<file path="src/rtl/radix_convert_to_digits_macros.svh">
// Assertion macros for the files that check their own logic.
`ifndef RADIX_CONVERT_TO_DIGITS_MACROS_SVH
`define RADIX_CONVERT_TO_DIGITS_MACROS_SVH

// The consequent must hold in the same cycle as the antecedent.
`define RCD_ASSERT_NOW(lbl, ante, cons, msg) \
	lbl: assert property (@(posedge clk) disable iff (!arst_n) (ante) |-> (cons)) \
		else $error(msg);

// The consequent must hold in the cycle after the antecedent.
`define RCD_ASSERT_NEXT(lbl, ante, cons, msg) \
	lbl: assert property (@(posedge clk) disable iff (!arst_n) (ante) |=> (cons)) \
		else $error(msg);

`endif

</file>
<file path="src/rtl/rcd_pkg.sv">
`default_nettype none
package rcd_pkg;

	localparam int VALUE_W = 63;
	localparam int RADIX_W = 5;
	localparam int DIGIT_W = 4;
	localparam int CHAR_W  = 7;

	localparam logic [RADIX_W-1:0] RADIX_MIN = 5'd2;
	localparam logic [RADIX_W-1:0] RADIX_MAX = 5'd16;
	localparam logic [CHAR_W-1:0]  CHAR_ZERO = 7'h30;
	localparam logic [CHAR_W-1:0]  CHAR_A    = 7'h41;
	localparam logic [CHAR_W-1:0]  CHAR_F    = 7'h46;

	typedef struct packed {
		logic [VALUE_W-1:0] value;
		logic [RADIX_W-1:0] radix;
		logic               bad;
	} item_t;

	typedef struct packed {
		logic empty;
		logic full;
	} qstat_t;

	function automatic logic [CHAR_W-1:0] to_ascii(input logic [DIGIT_W-1:0] d);
		if (d < 4'd10) begin
			return CHAR_ZERO + {3'b000, d};
		end else begin
			return CHAR_A + {3'b000, d - 4'd10};
		end
	endfunction

endpackage
`default_nettype wire

</file>
<file path="src/rtl/rcd_ram.sv">
`default_nettype none
module rcd_ram #(
	parameter int WIDTH = 4,
	parameter int DEPTH = 64
) (
	input  wire                      clk,
	input  wire                      we,
	input  wire [$clog2(DEPTH)-1:0]  waddr,
	input  wire [WIDTH-1:0]          wdata,
	input  wire [$clog2(DEPTH)-1:0]  raddr,
	output logic [WIDTH-1:0]         rdata
);

	logic [WIDTH-1:0] mem_q [DEPTH];

	always_ff @(posedge clk) begin
		if (we) begin
			mem_q[waddr] <= wdata;
		end
		rdata <= mem_q[raddr];
	end

endmodule
`default_nettype wire

</file>
<file path="src/rtl/rcd_front.sv">
`default_nettype none
module rcd_front
	import rcd_pkg::*;
(
	input  wire                start,
	input  wire [VALUE_W-1:0]  value,
	input  wire [RADIX_W-1:0]  radix,
	input  qstat_t             qstat,
	output logic               busy,
	output logic               push,
	output item_t              item
);

	// The front only refuses an item when the queue has no room for it.
	assign busy = qstat.full;
	assign push = start && !qstat.full;

	always_comb begin
		item.value = value;
		item.radix = radix;
		item.bad   = (radix < RADIX_MIN) || (radix > RADIX_MAX);
	end

endmodule
`default_nettype wire

</file>
<file path="src/rtl/rcd_queue.sv">
`default_nettype none
module rcd_queue
	import rcd_pkg::*;
(
	input  wire    clk,
	input  wire    arst_n,
	input  wire    push,
	input  item_t  push_item,
	input  wire    pop,
	output item_t  pop_item,
	output qstat_t qstat
);

	localparam int Depth = 2;

	item_t      mem_q [Depth];
	logic       wr_ptr_q;
	logic       rd_ptr_q;
	logic [1:0] cnt_q;

	always_ff @(posedge clk or negedge arst_n) begin
		if (!arst_n) begin
			wr_ptr_q <= 1'b0;
			rd_ptr_q <= 1'b0;
			cnt_q    <= 2'd0;
		end else begin
			if (push) begin
				wr_ptr_q <= ~wr_ptr_q;
			end
			if (pop) begin
				rd_ptr_q <= ~rd_ptr_q;
			end
			if (push && !pop) begin
				cnt_q <= cnt_q + 2'd1;
			end else if (pop && !push) begin
				cnt_q <= cnt_q - 2'd1;
			end
		end
	end

	always_ff @(posedge clk) begin
		if (push) begin
			mem_q[wr_ptr_q] <= push_item;
		end
	end

	assign pop_item    = mem_q[rd_ptr_q];
	assign qstat.empty = (cnt_q == 2'd0);
	assign qstat.full  = (cnt_q == 2'(Depth));

endmodule
`default_nettype wire

</file>
<file path="src/rtl/rcd_back.sv">
`default_nettype none
module rcd_back
	import rcd_pkg::*;
#(
	parameter int MAX_DIGITS = 64
) (
	input  wire                clk,
	input  wire                arst_n,
	input  qstat_t             qstat,
	input  item_t              pop_item,
	output logic               pop,
	output logic               strobe,
	output logic [CHAR_W-1:0]  digit_char,
	output logic               last_digit,
	output logic               bad_radix
);

	localparam int AW = (MAX_DIGITS > 1) ? $clog2(MAX_DIGITS) : 1;
	localparam int CW = $clog2(MAX_DIGITS + 1);

	localparam logic [1:0] ST_IDLE = 2'd0;
	localparam logic [1:0] ST_DIV  = 2'd1;
	localparam logic [1:0] ST_EMIT = 2'd2;

	logic [1:0]          state_q;
	logic [63:0]         work_q;
	logic [RADIX_W-1:0]  radix_q;
	logic [DIGIT_W-1:0]  rem_q;
	logic [2:0]          step_q;
	logic [CW-1:0]       cnt_q;
	logic [AW-1:0]       rd_ptr_q;

	logic                vld_s1;
	logic                last_s1;
	logic                err_s1;

	logic [DIGIT_W-1:0]  div_rem;
	logic [RADIX_W-1:0]  div_part;
	logic [7:0]          div_quot;
	logic [63:0]         work_next;
	logic [CW-1:0]       cnt_inc;
	logic                div_done;
	logic                ram_we;
	logic [DIGIT_W-1:0]  ram_rdata;

	// Eight restoring steps of long division by the radix per cycle.
	always_comb begin
		div_rem  = rem_q;
		div_part = '0;
		div_quot = '0;
		for (int i = 7; i >= 0; i--) begin
			div_part = {div_rem, work_q[56 + i]};
			if (div_part >= radix_q) begin
				div_quot[i] = 1'b1;
				div_rem     = DIGIT_W'(div_part - radix_q);
			end else begin
				div_rem = div_part[DIGIT_W-1:0];
			end
		end
	end

	assign work_next = {work_q[55:0], div_quot};
	assign cnt_inc   = cnt_q + CW'(1);
	assign ram_we    = (state_q == ST_DIV) && (step_q == 3'd7);
	assign div_done  = (work_next == '0) || (cnt_inc == CW'(MAX_DIGITS));
	assign pop       = (state_q == ST_IDLE) && !qstat.empty;

	always_ff @(posedge clk or negedge arst_n) begin
		if (!arst_n) begin
			state_q  <= ST_IDLE;
			step_q   <= 3'd0;
			cnt_q    <= '0;
			rd_ptr_q <= '0;
			vld_s1   <= 1'b0;
			last_s1  <= 1'b0;
			err_s1   <= 1'b0;
		end else begin
			vld_s1  <= 1'b0;
			last_s1 <= 1'b0;
			err_s1  <= 1'b0;
			unique case (state_q)
				ST_IDLE: begin
					if (pop) begin
						if (pop_item.bad) begin
							vld_s1  <= 1'b1;
							last_s1 <= 1'b1;
							err_s1  <= 1'b1;
						end else begin
							step_q  <= 3'd0;
							cnt_q   <= '0;
							state_q <= ST_DIV;
						end
					end
				end
				ST_DIV: begin
					step_q <= step_q + 3'd1;
					if (step_q == 3'd7) begin
						cnt_q <= cnt_inc;
						if (div_done) begin
							rd_ptr_q <= cnt_q[AW-1:0];
							state_q  <= ST_EMIT;
						end
					end
				end
				ST_EMIT: begin
					vld_s1  <= 1'b1;
					last_s1 <= (rd_ptr_q == '0);
					if (rd_ptr_q == '0) begin
						state_q <= ST_IDLE;
					end else begin
						rd_ptr_q <= rd_ptr_q - AW'(1);
					end
				end
				default: begin
					state_q <= ST_IDLE;
				end
			endcase
		end
	end

	always_ff @(posedge clk) begin
		if (pop) begin
			work_q  <= {1'b0, pop_item.value};
			radix_q <= pop_item.radix;
			rem_q   <= '0;
		end else if (state_q == ST_DIV) begin
			work_q <= work_next;
			rem_q  <= (step_q == 3'd7) ? '0 : div_rem;
		end
	end

	rcd_ram #(
		.WIDTH(DIGIT_W),
		.DEPTH(MAX_DIGITS)
	) u_store (
		.clk  (clk),
		.we   (ram_we),
		.waddr(cnt_q[AW-1:0]),
		.wdata(div_rem),
		.raddr(rd_ptr_q),
		.rdata(ram_rdata)
	);

	always_ff @(posedge clk or negedge arst_n) begin
		if (!arst_n) begin
			strobe <= 1'b0;
		end else begin
			strobe <= vld_s1;
		end
	end

	always_ff @(posedge clk) begin
		digit_char <= err_s1 ? CHAR_ZERO : to_ascii(ram_rdata);
		last_digit <= last_s1;
		bad_radix  <= err_s1;
	end

endmodule
`default_nettype wire

</file>
<file path="src/rtl/radix_convert_to_digits.sv">
`default_nettype none
// Converts a 63-bit unsigned value to ASCII digits in a base from 2 to 16, most significant
// digit first, one character per cycle marked by strobe, the final one with last_digit. The
// receiver cannot hold results off, so every strobe must be taken as it comes. A base outside
// 2 to 16 gives a single '0' with bad_radix and last_digit set. Items are taken while busy is
// low; busy rises only when the two-item queue in front of the converter is full. Each digit
// is the remainder of a pass through the divider, which retires eight quotient bits a cycle,
// and is written to the store; the digits are then read back and emitted, and the converter
// takes no new item from the queue until it has read the last digit of the current one back.
module radix_convert_to_digits
	import rcd_pkg::*;
#(
	parameter int MAX_DIGITS = 64
) (
	input  wire                clk,
	input  wire                arst_n,
	input  wire                start,
	output logic               busy,
	input  wire [VALUE_W-1:0]  value,
	input  wire [RADIX_W-1:0]  radix,
	output logic               strobe,
	output logic [CHAR_W-1:0]  digit_char,
	output logic               last_digit,
	output logic               bad_radix
);

	qstat_t qstat;
	logic   push;
	logic   pop;
	item_t  push_item;
	item_t  pop_item;

	rcd_front u_front (
		.start(start),
		.value(value),
		.radix(radix),
		.qstat(qstat),
		.busy (busy),
		.push (push),
		.item (push_item)
	);

	rcd_queue u_queue (
		.clk      (clk),
		.arst_n   (arst_n),
		.push     (push),
		.push_item(push_item),
		.pop      (pop),
		.pop_item (pop_item),
		.qstat    (qstat)
	);

	rcd_back #(
		.MAX_DIGITS(MAX_DIGITS)
	) u_back (
		.clk       (clk),
		.arst_n    (arst_n),
		.qstat     (qstat),
		.pop_item  (pop_item),
		.pop       (pop),
		.strobe    (strobe),
		.digit_char(digit_char),
		.last_digit(last_digit),
		.bad_radix (bad_radix)
	);

`include "radix_convert_to_digits_macros.svh"

	`RCD_ASSERT_NOW(a_no_push_full, qstat.full, !push, "item pushed into a full queue")
	`RCD_ASSERT_NOW(a_no_pop_empty, qstat.empty, !pop, "item popped from an empty queue")
	`RCD_ASSERT_NOW(a_bad_single, strobe && bad_radix,
		last_digit && (digit_char == CHAR_ZERO), "bad radix result is not a lone zero")
	`RCD_ASSERT_NOW(a_char_range, strobe,
		((digit_char >= CHAR_ZERO) && (digit_char <= CHAR_F)), "digit character out of range")

endmodule
`default_nettype wire

</file>
<file path="config.mk">
export PLATFORM = sky130hd
export DESIGN_NAME = radix_convert_to_digits
export DESIGN_NICKNAME = d
export VERILOG_FILES = /design/src/rtl/rcd_pkg.sv /design/src/rtl/rcd_ram.sv /design/src/rtl/rcd_front.sv /design/src/rtl/rcd_queue.sv /design/src/rtl/rcd_back.sv /design/src/rtl/radix_convert_to_digits.sv
export VERILOG_INCLUDE_DIRS = /design/src /design/src/rtl
export SDC_FILE = /design/constraint.sdc
export NUM_CORES = 1
export LEC_CHECK = 0
export BUFFER_PORTS_ARGS = -buffer_cell sky130_fd_sc_hd__clkbuf_2
export CAP_MARGIN = 15
export CORE_UTILIZATION = 62
export DETAILED_ROUTE_END_ITERATION = 16
export PLACE_DENSITY = 0.82
export SKIP_LAST_GASP = 1
export SLEW_MARGIN = 5
export SYNTH_ARGS = -nofsm -noshare
export SYNTH_HDL_FRONTEND = slang
export SYNTH_SLANG_ARGS = --single-unit
export TNS_END_PERCENT = 50
</file>
<file path="constraint.sdc">
create_clock -name clk -period 16.09 [get_ports clk]
set_input_delay 3.218 -clock clk [delete_from_list [all_inputs] [get_ports clk]]
set_output_delay 3.218 -clock clk [all_outputs]
set_load 0.01 [all_outputs]
</file>
After elaboration in Yosys (flattened, before gate mapping)
Memory sizes are Yosys's and may differ from the RTL's. A register that Yosys moved wholly into a read port is not among the register bits.
Cells that the tools add are included.

operators by class
  add/subtract/negate cells = 16
  magnitude comparators = 11
  equality and inequality tests = 11
  muxes and demuxes = 48
  bitwise operators = 2
  reductions and logical operators = 23

operators by type and width
  cell                 number
  $mux 63              2
  $logic_not 64->1     1
  $ge 5x5->1           8
  $mux 4               9
  $sub 4x4->4          8
  $mux 7               4
  $mux 6               3
  $mux 1               15
  $mux 2               7
  $pmux 7 s2           1
  $pmux 6 s2           1
  $ne 2x2->1 const B   4
  $reduce_and 4->1     2
  $reduce_bool 2->1    4
  $add 6x4->7 const A  1
  $add 7x1->7 const B  1
  $add 7x4->7 const A  1
  $eq 7x7->1 const B   1
  $logic_not 6->1      1
  $mux 3               2
  $pmux 2 s3           1
  $pmux 3 s2           1
  $sub 6x1->6 const B  1
  $gt 5x5->1 const B   1
  other kinds (18)     31

storage, ports and cells
  flip-flop bits (word level) = 108
  RAM bits = 394
  input bits = 71
  output and inout bits = 11
  word-level logic and storage cells = 131
  memories kept = 2

memories
  memory                words  bits a word  rd ports  clocked after Yosys merged registers in  wr ports  RTL line         RTL
  u_back.u_store.mem_q  64     4            1         1                                        1         rcd_ram.sv:14    logic [WIDTH-1:0] mem_q [DEPTH];
  u_queue.mem_q         2      69           1         0                                        1         rcd_queue.sv:16  item_t mem_q [Depth];

Longest topological paths before layout
  depth after elaboration = 21
  depth in mapped cells = 53
  gate-level depth less buffers = 52

Hierarchy
Synthesis repeated with hierarchy kept, for this count alone.

second synthesis, totals
  cells, all modules = 1475
  area total of the unflattened synthesis = 22691.8 µm²

modules (own cells, without submodules)
  module     times used  cells an instance  area an instance (µm²)  seq. area each (µm²)
  rcd_ram    1           521                10407.5                 7767.4
  rcd_back   1           650                6214.7                  2872.8
  rcd_queue  1           231                5517.8                  4244.1
  rcd_front  1           73                 551.8                   0.0

Worst setup path after synthesis
Ideal clock, no wire load.

  path type = reg2reg
  from = register u_back.radix_q[1]
  to = memory u_back.u_store.mem_q[0][0], data pin
  setup time = 0.571 ns
  arrival time = 12.001 ns
  data required time = 15.519 ns
  path slack = 3.518 ns
  cell stages (with the launch flop) = 39
  path buffers = 0
  period minus slack after synthesis = 12.572 ns
  path through = edfxtp_1 -> inv_1 -> ha_1 -> a31oi_1 -> o21ai_2 -> mux2_2 -> ha_1 -> a21o_1 -> a31oi_1 -> o21ai_2 -> mux2_2 -> ha_1 -> nand2_1 -> nor2_1 -> a2111oi_4 -> mux2_2 -> ha_1 -> nand2_1 -> [3 not listed] -> nand2_1 -> a211oi_1 -> a2111oi_4 -> mux2_2 -> ha_1 -> a21oi_1 -> a21boi_1 -> a311o_1 -> mux2_2 -> inv_1 -> ha_1 -> a31oi_1 -> o21ai_1 -> mux2_2 -> ha_1 -> a311o_1 -> o221ai_4 -> mux2i_1

between the ends
  longest elaborated chain between the ends = 16
  elaborated cells on any way between the ends = 23
  those cells by class = add/sub: 7; order compare: 8; mux: 8

ends and longest elaborated chain
  element                                    RTL line                        RTL
  start: declaration                         rcd_back.sv:27                  logic [RADIX_W-1:0] radix_q;
  start signal: assignment                   rcd_back.sv:124                 radix_q <= pop_item.radix;
  $sub 4x4->4 or $ge 5x5->1 (tied branches)  rcd_back.sv:55, rcd_back.sv:53
  $mux 4                                     rcd_back.sv:53                  if (div_part >= radix_q) begin
  $sub 4x4->4 or $ge 5x5->1 (tied branches)  rcd_back.sv:55, rcd_back.sv:53
  $mux 4                                     rcd_back.sv:53
  $sub 4x4->4 or $ge 5x5->1 (tied branches)  rcd_back.sv:55, rcd_back.sv:53
  $mux 4                                     rcd_back.sv:53
  $ge 5x5->1 or $sub 4x4->4 (tied branches)  rcd_back.sv:53, rcd_back.sv:55
  $mux 4                                     rcd_back.sv:53
  $sub 4x4->4 or $ge 5x5->1 (tied branches)  rcd_back.sv:55, rcd_back.sv:53
  $mux 4                                     rcd_back.sv:53
  $sub 4x4->4 or $ge 5x5->1 (tied branches)  rcd_back.sv:55, rcd_back.sv:53
  $mux 4                                     rcd_back.sv:53
  $sub 4x4->4 or $ge 5x5->1 (tied branches)  rcd_back.sv:55, rcd_back.sv:53
  $mux 4                                     rcd_back.sv:53
  $ge 5x5->1 *                               rcd_back.sv:53
  $mux 4 *                                   rcd_back.sv:53
  named net u_back.div_rem[0]                rcd_back.sv:37                  logic [DIGIT_W-1:0] div_rem;
  end: declaration                           rcd_ram.sv:14

The timed path passes the listed nets; every way through them passes the cells marked *.

Final worst setup path
  from = register u_back.radix_q[1]
  to = register u_back.rd_ptr_q[2]

between the ends
  longest elaborated chain between the ends = 20
  elaborated cells on any way between the ends = 34
  those cells by class = add/sub: 7; order compare: 8; eq/ne: 1; mux: 15; reduce/logical: 3

ends and longest elaborated chain
  element                                    RTL line                        RTL
  $sub 4x4->4 or $ge 5x5->1 (tied branches)  rcd_back.sv:55, rcd_back.sv:53
  $mux 4                                     rcd_back.sv:53
  $sub 4x4->4 or $ge 5x5->1 (tied branches)  rcd_back.sv:55, rcd_back.sv:53
  $mux 4                                     rcd_back.sv:53
  $sub 4x4->4 or $ge 5x5->1 (tied branches)  rcd_back.sv:55, rcd_back.sv:53
  $mux 4                                     rcd_back.sv:53
  $ge 5x5->1 or $sub 4x4->4 (tied branches)  rcd_back.sv:53, rcd_back.sv:55
  $mux 4                                     rcd_back.sv:53
  [4 not listed]                             -
  $sub 4x4->4 or $ge 5x5->1 (tied branches)  rcd_back.sv:55, rcd_back.sv:53
  $mux 4                                     rcd_back.sv:53
  $ge 5x5->1                                 rcd_back.sv:53
  $mux 1                                     rcd_back.sv:53
  $logic_not 64->1 *                         rcd_back.sv:65                  assign div_done = (work_next == '0) || (cnt_inc == CW'(MAX_DIGITS));
  $logic_or 1x1->1 *                         rcd_back.sv:65
  $ne 2x1->1 (no source line) *              -
  $reduce_and 4->1 (no source line) *        -
  end signal: assignment                     rcd_back.sv:100                 rd_ptr_q <= cnt_q[AW-1:0];
  end signal: assignment                     rcd_back.sv:111                 rd_ptr_q <= rd_ptr_q - AW'(1);
  end: declaration                           rcd_back.sv:31                  logic [AW-1:0] rd_ptr_q;

Every way passes the cells marked *; elsewhere a longest branch is shown, timed or not.
A chain may end at the register's enable or synchronous reset.

==> results.md <==
- Routed vias: between 10000 and 15000
- Slew @ Worst Pin: 1.042 ns
- Final WL: 44070 um
- Rel. slew slack: 30.56%
- Top cell type's share of synthesized area: between 60 and 70%
- Share of post-route cells with drive strength above 1: 19.92%
- Tmin final: 13.33 ns
- Vias per inst: 6.200
- Period utilization: 82.88%
- Final hold violations: 0
- First-pass GRT wire length: ~68000 um
- Post-synthesis net count: 1424
- Worst Path Required: 16.59 ns
- CP Capture Type: flop
- Status: completed
- Largest net degree at the start of global routing: 120
- Die Span Y: between 150 and 200 um
- Reg clk slew, reported paths: ~0.06 ns
- Vias in the first global route: ~12000
- Distinct cells, synth: 58
- Worst-path fanout max: 11
- Synth Cell Area: 21320 um^2
- Seq/Total Area, Yosys: 69.82%
- Most used cell, CP: ha_1
- Setup-failing EPs final: 0
- WL/cell: about 24 um
- TNS Setup: 0 ns
- Most numerous cell in the Yosys netlist: edfxtp_1
- HP Class: reg -> reg
- Multi-input logic area: 6106 um^2
- Post-DP HPWL: 27530 um
- DRC viols: 0
- Initial DRT Pass Iterations: 5
- Post-synth top cells: edfxtp_1, nor2_1, nand2_1
- Synth Flop Type: edfxtp_1
- Max H-tree Level: 2
- Top Layer Used: met4
- # fillers: 2098
- #FFs+latches synth: 506
- CTS buffer count: 48
- Bufs on Longest Clock Path: 3
- M1 WL: approximately 17000 um
- Post-route clock skew: 0.02200 ns
- Max cap viols: 0
- Fmax: 74.99 MHz
- Initial DRC Count: between 900 and 1000
- Syn_area_per_cell: 16.42 um^2
- Top cells by area, synth: edfxtp_1, mux4_2, mux2i_1, dfrtp_1, ha_1
- Initial antenna violation count: 1
- Cts repair resizes: 0
- Row count: 67
- Register area: 14890 um^2
- Number of synthesized flops with an enable pin: 462
- CP peak stage delay: between 0.7 and 0.8 ns
- Antenna-violating nets left: 0
- CP max stage cell: o31ai_2
- Core Box Area: 33700 um^2
- Clk_lat worst skew: about 0.57 ns
- Hold_buf cts: 0
- CTS root buffer: clkbuf_16
- Worst EP arrival: 13.84 ns
- Max-slew violations: 0
- Post-DP Area: 22200 um^2
- Async set-or-reset flop fraction in the synthesized netlist: 5.138%
- Io pins: about 80
- Area grow syn2layout: 11.37%
- Initial Util: 63.26%
- Final #Nets: 1512
- Die X: ~190 um
- Buffers added on ports: 81
- Final instance area: 23740 um^2
- Met3 wire len: 3018 um
- TritonCTS clock tree: built
- # Post-CTS Setup Buffers: 0
- Routed wl met2: 22430 um
- Clock Sinks: 506
- Total gr overflow: 0
- Die area: 35130 um^2
- Synth warn: 0
- Gpl congestion: 0.8574
- Unrepaired setup endpoints after global routing: no
- Dominant cell type by area after synthesis: edfxtp_1
- Synth Instances: 1298
- GRT Util Overall: 25.78%
- WS Path Type: reg -> reg
- Worst setup SP type: flop
-- cells in the final DEF (no fill, tap or decap), types with 9 or more instances in the layout --
cell type and instances:
a21o_1 12, a21oi_1 36, buf_4 12, clkbuf_1 11, clkbuf_16 49, clkbuf_2 81
clkinv_1 16, dfrtp_1 23, dfxtp_1 18, edfxtp_1 462, ha_1 47, inv_1 36
mux2_2 23, mux2i_1 66, mux4_2 80, nand2_1 95, nand3_1 9, nor2_1 98
nor2b_1 10, nor4_1 18, o21ai_0 73, xnor2_1 18
-- cell type report --
cell class	count	share of cell area, %
sequential	506	62.73
timing repair buffer	93	2.087
clock buffer	60	5.338
clock inverter	30	1.159
inverter	38	0.6008
tap	448	2.361
antenna	1	0.01054
multi-input combinational	699	25.72
-- cells by family after synthesis --
family                     after synthesis  share of synthesized area [%]
buffers and inverters                   93                          1.720
AOI/OAI and AO/OA                      181                          5.482
muxes                                  171                          12.86
and+or+nand+nor                        268                          5.623
DFF                                    506                          69.82
adders and majority gates               55                          3.510
xor gates and xnor gates                24                         0.9860
-- per-stage QoR --
| stage | hold slack, ns | util [%] | cells | setup WS (ns) |
|---|---|---|---|---|
| 2_1_floorplan | 0.3242 | - | 1298 | 3.518 |
| 3_3_place_gp | 0.3310 | 65.87 | 1784 | 3.280 |
| 3_5_place_dp | 0.3335 | 65.87 | 1784 | 2.826 |
| 4_1_cts | 0.3477 | 70.45 | 1874 | 2.831 |
| 5_1_grt | 0.3530 | 70.45 | 1874 | 1.899 |
| 6_report | 0.3434 | 70.45 | 1875 | 2.755 |
-- per-layer routing --
layer  global-route usage (%)  vias up
met4                    11.35        0
met5                        0        -
met2                    43.79      535
li1                         -     5231
met1                    32.76     5739
met3                    4.672      120
-- critical path: cells and delay by family, from the launching register on --
| family | cells | cell delay (ns) |
|---|---|---|
| AOI/OAI and AO/OA | 22 | 6.18 |
| adders and majority gates | 8 | 2.66 |
| buffers and inverters | 3 | 0.55 |
| DFF | 1 | 0.69 |
| muxes | 6 | 2.12 |
| and+or+nand+nor | 5 | 1.09 |
-- final timing paths --
| kind | from | end | slack [ns] | cells past startpoint |
|---|---|---|---|---|
| max | u_back.radix_q[1]$_DFFE_PP_ | u_back.rd_ptr_q[2]$_DFFE_PN0P_ | 2.76 | 44 |
| min | u_back.last_s1$_DFF_PN0_ | u_back.last_digit$_DFF_P_ | 0.34 | 0 |
| max reg2reg | u_back.radix_q[1]$_DFFE_PP_ | u_back.rd_ptr_q[2]$_DFFE_PN0P_ | 2.76 | 44 |
| min reg2reg | u_back.last_s1$_DFF_PN0_ | u_back.last_digit$_DFF_P_ | 0.34 | 0 |
| max in group asynchronous | arst_n | u_back.rd_ptr_q[0]$_DFFE_PN0P_ | 12.87 | 1 |
| min in group asynchronous | arst_n | u_queue.rd_ptr_q$_DFFE_PN0P_ | 2.70 | 1 |
-- sequential cells by signal (all words and copies together), names as in the netlist, 2 cells and up --
signal and flops:
u_back.rd_ptr_q 6, u_queue.cnt_q 2, u_back.state_q 2, u_back.radix_q 5, u_back.step_q 3, u_back.digit_char 7, u_back.u_store.mem_q 256, u_back.work_q 64
u_back.rem_q 4, u_queue.mem_q 138, u_back.u_store.rdata 4, u_back.cnt_q 7
Power is left out: the tool's default activity adds up to more than one toggle a clock period on the data nets, which glitch-free logic cannot reach.
